## src/rtl/core/scd_pkg.sv

```systemverilog
// shared constants, codes and types of the sheet cache directory
`timescale 1ns / 1ps

package scd_pkg;

  localparam int IDX_W = 8;
  localparam int SLOTS = 256;
  localparam int CNT_W = 9;

  localparam logic [CNT_W-1:0] CAP_RESET = 9'd100;

  localparam logic [1:0] FUNC_LOOKUP = 2'd0;
  localparam logic [1:0] FUNC_CLEAR  = 2'd1;
  localparam logic [1:0] FUNC_TRIM   = 2'd2;

  localparam logic [2:0] STATUS_HIT     = 3'd0;
  localparam logic [2:0] STATUS_LOADED  = 3'd1;
  localparam logic [2:0] STATUS_UNAVAIL = 3'd2;
  localparam logic [2:0] STATUS_BAD     = 3'd3;
  localparam logic [2:0] STATUS_CLEARED = 3'd4;
  localparam logic [2:0] STATUS_TRIMMED = 3'd5;

  typedef struct packed {
    logic             done;
    logic             found;
    logic [IDX_W-1:0] idx;
  } scan_stat_t;

endpackage

```

## src/rtl/core/scd_scan.sv

```systemverilog
// oldest-entry search: walks the stamp ram one address a cycle
`timescale 1ns / 1ps

module scd_scan #(
  parameter int SHEET_COUNT = 223,
  parameter int STAMP_BITS  = 32
) (
  input  logic                        clk,
  input  logic                        rst,
  input  logic                        start,
  input  logic [scd_pkg::SLOTS-1:0]   present,
  output logic [scd_pkg::IDX_W-1:0]   rd_addr,
  input  logic [STAMP_BITS-1:0]       rd_data,
  output scd_pkg::scan_stat_t         stat
);

  import scd_pkg::*;

  localparam logic [CNT_W-1:0] LAST_ADDR = CNT_W'(SHEET_COUNT);

  logic                  busy;
  logic [CNT_W-1:0]      addr;
  logic                  cmp_valid;
  logic [IDX_W-1:0]      cmp_idx;
  logic                  best_valid;
  logic [STAMP_BITS-1:0] best_stamp;
  logic [IDX_W-1:0]      best_idx;
  logic                  issue;
  logic                  take;

  assign issue   = busy && (addr < LAST_ADDR);
  assign rd_addr = addr[IDX_W-1:0];
  // strict compare keeps the lowest index among equal stamps
  assign take    = cmp_valid && present[cmp_idx] && (!best_valid || rd_data < best_stamp);

  assign stat.done  = busy && !cmp_valid && (addr == LAST_ADDR);
  assign stat.found = best_valid;
  assign stat.idx   = best_idx;

  always_ff @(posedge clk) begin
    if (rst) begin
      busy       <= 1'b0;
      addr       <= '0;
      cmp_valid  <= 1'b0;
      best_valid <= 1'b0;
    end else if (start) begin
      busy       <= 1'b1;
      addr       <= '0;
      cmp_valid  <= 1'b0;
      best_valid <= 1'b0;
    end else begin
      if (stat.done) begin
        busy <= 1'b0;
      end
      cmp_valid <= issue;
      if (issue) begin
        addr <= addr + 1'b1;
      end
      if (take) begin
        best_valid <= 1'b1;
      end
    end
  end

  always_ff @(posedge clk) begin
    if (issue) begin
      cmp_idx <= addr[IDX_W-1:0];
    end
    if (take) begin
      best_stamp <= rd_data;
      best_idx   <= cmp_idx;
    end
  end

endmodule

```

## config.mk

```make
export PLATFORM = sky130hd
export DESIGN_NAME = scd_scan
export DESIGN_NICKNAME = d
export VERILOG_FILES = /design/src/rtl/core/scd_pkg.sv /design/src/rtl/core/scd_scan.sv
export SDC_FILE = /design/constraint.sdc
export NUM_CORES = 1
export LEC_CHECK = 0
export BUFFER_PORTS_ARGS = -buffer_cell sky130_fd_sc_hd__buf_2
export CORE_AREA = 2 2 118 120
export DETAILED_ROUTE_END_ITERATION = 8
export DIE_AREA = 0 0 120 122
export PLACE_DENSITY = 0.83
export SLEW_MARGIN = 15
export SYNTH_ARGS = -nofsm -noshare
export SYNTH_HDL_FRONTEND = slang
export SYNTH_SLANG_ARGS = --single-unit
```

## constraint.sdc

```tcl
create_clock -name clk -period 9.3 [get_ports clk]
set_input_delay 1.86 -clock clk [delete_from_list [all_inputs] [get_ports clk]]
set_output_delay 1.86 -clock clk [all_outputs]
set_load 0.02 [all_outputs]
```

Word level (Yosys, flattened, before mapping)
Cells that the tools add are included.
{"block": "classes", "n_addsub": 1, "n_mul": 0, "n_div": 0, "magnitude_cmp": 3, "n_eq_ne": 1, "shifts": 0, "muxes": 4, "n_bitwise": 0, "reduce_logical": 10}
{"cell": "32-bit less-than comparator", "n": 1}
{"cell": "9-bit by 1-bit adder with 9-bit output, second input constant", "n": 1}
{"cell": "9-bit by 8-bit equality test with 1-bit output, second input constant", "n": 1}
{"cell": "8-bit by 9-bit less-than comparator with 1-bit output, second input constant", "n": 1}
{"cell": "9-bit by 8-bit less-than comparator with 1-bit output, second input constant", "n": 1}
{"cell": "1-bit binary-select mux with 8-bit select", "n": 1}
{"cell": "1-bit logical AND", "n": 5}
{"cell": "1-bit two-way mux", "n": 3}
{"cell": "1-bit logical NOT", "n": 2}
{"cell": "2-bit nonzero test", "n": 1}
{"cell": "2-bit OR reduction", "n": 1}
{"cell": "1-bit logical OR", "n": 1}
{"block": "totals", "reg_bits": 60, "latch_bits": 0, "ram_bits": 0, "romBits": 0, "inputBits": 291, "wordCells": 26, "n_memories": 0}

Longest topological paths before layout
{"block": "depth", "ltp_word": 5, "ltp_mapped": 11, "mapped_depth_nobuf": 9}

Worst setup path after synthesis
No wires, ideal clock.
{"block": "synth_timing", "kind": "in2reg", "startpoint": "input port rd_data[1]", "endpoint": "register best_idx[0] (enable)", "arrival_time_ps": 6188, "required_time_ps": 8789, "path_slack_ps": 2601, "stages": 8, "path_buffers": 0, "path_cell_list": "ha_1 > a21o_1 > a21o_1 > a21oi_1 > nor2_1 > a2111oi_0 > o311ai_0 > a311oi_1"}
{"block": "synth_between", "elab_chain_len": 3}
{"item": "from (decl)", "line_no": "scd_scan.sv:13", "text": "input logic [STAMP_BITS-1:0] rd_data,"}
{"item": "32-bit less-than comparator", "line_no": "scd_scan.sv:34", "text": "assign take = cmp_valid && present[cmp_idx] && (!best_valid || rd_data < best_stamp);"}
{"item": "1-bit logical OR", "line_no": "scd_scan.sv:34"}
{"item": "1-bit logical AND", "line_no": "scd_scan.sv:34"}
{"item": "net take", "line_no": "scd_scan.sv:29", "text": "logic take;"}
{"item": "to (signal assigned)", "line_no": "scd_scan.sv:71", "text": "best_idx <= cmp_idx;"}
{"item": "to (decl)", "line_no": "scd_scan.sv:27", "text": "logic [IDX_W-1:0] best_idx;"}
The timed path passes the listed nets, and every way through them passes these cells.
A chain may end at the register's enable or synchronous reset.

Worst setup path in the final report
{"block": "layout_timing", "startpoint": "input port rd_data[1]", "endpoint": "register best_stamp[2] (enable)"}
{"block": "layout_between", "elab_chain_len": 3}
{"item": "32-bit less-than comparator", "line_no": "scd_scan.sv:34"}
{"item": "1-bit logical OR", "line_no": "scd_scan.sv:34"}
{"item": "1-bit logical AND", "line_no": "scd_scan.sv:34"}
{"item": "net take", "line_no": "scd_scan.sv:29"}
{"item": "to (signal assigned)", "line_no": "scd_scan.sv:70", "text": "best_stamp <= rd_data;"}
{"item": "to (decl)", "line_no": "scd_scan.sv:26", "text": "logic [STAMP_BITS-1:0] best_stamp;"}
The timed path passes the listed nets, and every way through them passes these cells.

==> qor.csv <==
metric;value;unit
worst min path class;flop to flop;
worst-path cell chain;buf_2 -> ha_1 -> a21o_1 -> a21o_1 -> a21oi_1 -> nor2_1 -> a2111oi_0 -> o311ai_0 -> a311oi_4 -> buf_4;
dpl cells;859;
Seq pwr share;37.1;%
Core Area;13500;um2
R2R setup slack;5.16;ns
drt first pass iters;4;
Worst-Margin Slew;1.10;ns
Logic pwr share;21.9;%
crit path max fanout;22;
number of synthesized flops with an enable pin;48;
clock sink count;60;
worst vdd ir;0.0000814;V
post-synth top area cell;edfxtp_1;
Via Count;4655;
R2R depth;10;
Final #Nets;1013;
Final ANT Viol Nets;0;
die area;14600;um2
Slew Viols, Final;0;
cell row count;43;
area added between synthesis and finish;37.5;%
critical path's top delay family;compound AO/OA/AOI/OAI gates;
ys async rst share;0;%
status;complete, no violations;
CP arrival;4.90;ns
cts bufs inserted;9;
Fin Setup TNS;0;ns
FF+latch count, synth;60;
Worst-path clk slew;0.06;ns
post-CTS sizing;0;
GRT overflow;0;
sw power;0.201;mW
Die W;120;um
drt via density;5.31;
Tmin final;4.91;ns
Synth Cell Area;5000;um2
fin crit share;52.7;%
gate count after technology mapping;398;
CTS Hold Bufs;0;
first-pass GRT wire length;24000;um
clk_skew;0.00651;ns
Sw Ratio;24.6;%
Initial Utilization;37.0;%
post-synthesis sequential area ratio;33.7;%
post-synth cell types;58;
hold path depth;2;
Final Hold Vio Count;0;
P_leak;3.16;nW
DP HPWL;13400;um
worst-skew pair later-pin latency;0.33;ns
startpoint class of the critical path;primary input;
Total Wirelength;16300;um
final setup fails;0;
pwr dens;119;nW/um2
clk root buf;clkbuf_16;
initial antenna violation count;2;
overall power;0.817;mW
clock power share;41.0;%
Int Pwr;0.616;mW
Die H;122;um
fmax;0.204;GHz
wire per inst;18.6;um
Synth Flop Type;edfxtp_1;
DRC Markers;0;
area share of the largest cell type after synthesis;28.9;%
final core utilization;50.9;%
Max Cap Violations;0;
Yosys warnings;0;
CP endpoint kind;flop;
RSZ-0062 raised after global routing;no;
Final Non-Filler Cells;877;
max_slew headroom;26.4;%
Port Buf Inserts;308;
Area contributors post-synth;edfxtp_1, mux4_2, ha_1;
Crit path buffers/inverters;2;
layout cells sized above 1;56.3;%
Mapped Nets;721;
Ports;309;
drt initial violations;265;
Setup Crit Path Kind;primary input to flop;
CTS max path bufs;2;
GR Util All Layers;21.6;%
htree depth;3;
crit path max-delay cell type;a311oi_4;
vias in the first global route;4681;
Syn Area/Cell;12.6;um2
Post-CTS Setup Bufs;0;
GPL Wtd Cong;0.790;
most used cell, CP;a21o_1;
CTS tree;done;
max incr delay on CP;0.90;ns
Crit path depth;10;
largest net degree at the start of global routing;52;
CP Data Required Time;9.30;ns
-- layout by cell type (no fill, tap or decap), types with 3 or more instances in the layout --
| cell | Yosys | layout |
|---|---|---|
| a2111oi_0 | 3 | 3 |
| a211oi_1 | 4 | 4 |
| a21o_1 | 9 | 9 |
| a21oi_1 | 10 | 10 |
| a22oi_1 | 6 | 6 |
| and2_1 | 4 | 4 |
| buf_2 | 6 | 308 |
| buf_4 | 17 | 4 |
| clkbuf_16 | 0 | 11 |
| clkinv_4 | 0 | 3 |
| dfxtp_1 | 12 | 12 |
| edfxtp_1 | 48 | 48 |
| ha_1 | 32 | 32 |
| inv_1 | 36 | 36 |
| mux2_2 | 8 | 8 |
| mux2i_1 | 17 | 17 |
| mux4_1 | 7 | 7 |
| mux4_2 | 45 | 45 |
| nand2_1 | 17 | 17 |
| nand2b_1 | 3 | 3 |
| nand3_1 | 3 | 3 |
| nand3b_1 | 3 | 3 |
| nand4_1 | 5 | 5 |
| nor2_1 | 16 | 16 |
| nor3_1 | 3 | 3 |
| nor3b_1 | 3 | 3 |
| nor4_1 | 5 | 5 |
| o21ai_0 | 7 | 7 |
| o22ai_1 | 23 | 23 |
| xor2_1 | 4 | 4 |
-- cell usage after synthesis (all sizes together) (3+ instances only) --
cell      n
o22ai    23
nand2    17
nor3b     3
dfxtp    12
and2      4
a311oi    3
nand3b    4
edfxtp   48
nand4     5
ha       32
a21oi    10
mux2i    17
buf      30
a21o      9
inv      36
nor4      5
nor2     16
a211oi    4
a22oi     6
mux4     52
mux2      8
nand2b    3
a2111oi   5
nand3     3
nor3      3
o21ai     7
xor2      4
-- layer usage --
metal / wire length (um) / GRT usage (%) / up-vias / part of all wire, %
met2: 8450 / 38.8 / 207 / 52
met4: 276 / 5.96 / 0 / 1.7
li1: - / - / 2191 / -
met5: 0 / 0 / - / 0
met3: 1090 / 4.35 / 22 / 6.6
met1: 6520 / 26.4 / 2235 / 40
-- final timing paths --
kind                                  end                 start
setup / recovery  best_stamp[2]$_DFFE_PP_            rd_data[1]
hold / removal       addr[8]$_SDFFE_PP0P_  addr[8]$_SDFFE_PP0P_
setup reg to reg  best_stamp[2]$_DFFE_PP_  cmp_idx[0]$_DFFE_PP_
hold reg to reg      addr[8]$_SDFFE_PP0P_  addr[8]$_SDFFE_PP0P_
-- metrics by stage --
step | area (um2) | hold slack (ns) | setup slack, ns
after floorplan | 5000 | 0.421 | 2.60
after detailed placement | 6550 | 0.465 | 4.05
after global routing | 6870 | 0.499 | 4.21
after global placement | 6550 | 0.458 | 4.26
final | 6870 | 0.472 | 4.39
after CTS | 6860 | 0.473 | 4.40
-- flip-flops by register name, indices dropped and copies added, names as in the netlist --
signal,count
best_idx,8
addr,9
best_valid,1
cmp_idx,8
busy,1
best_stamp,32
cmp_valid,1
-- tightest hold or removal path, cell delays in order, from the launching register on --
cell	delay (ns)
dfxtp_1	0.32
inv_1	0.07
nor2_1	0.04
-- power by group through the flow --
stage | Clock (mW) | Combinational (mW) | Sequential, mW
finish | 0.335 | 0.179 | 0.303
global placement | 0 | 0.174 | 0.309
CTS | 0.339 | 0.181 | 0.304
global route | 0.358 | 0.195 | 0.304
detailed placement | 0 | 0.179 | 0.309
floorplan | 0 | 0.102 | 0.306
-- final cells by class --
type,instances,area (um2)
inverters,36,135
repair buffers,312,1570
clock buffers,11,275
diodes,2,5.00
clock inverters,5,40.0
flip-flops and latches,60,1680
multi-input cells,271,2940
well taps,180,225
fillers,1210,6640
-- cell families after synthesis --
logic type	count (synthesis)	share of synthesized area, %
DFF	60	33.7
and+or+nand+nor	75	8.19
buffers and inverters	67	7.94
adders and majority gates	32	8.01
AOI/OAI and AO/OA	82	12.1
xor gates and xnor gates	5	0.876
muxes	77	29.2
Note: power is estimated with default switching activity, not from simulation.
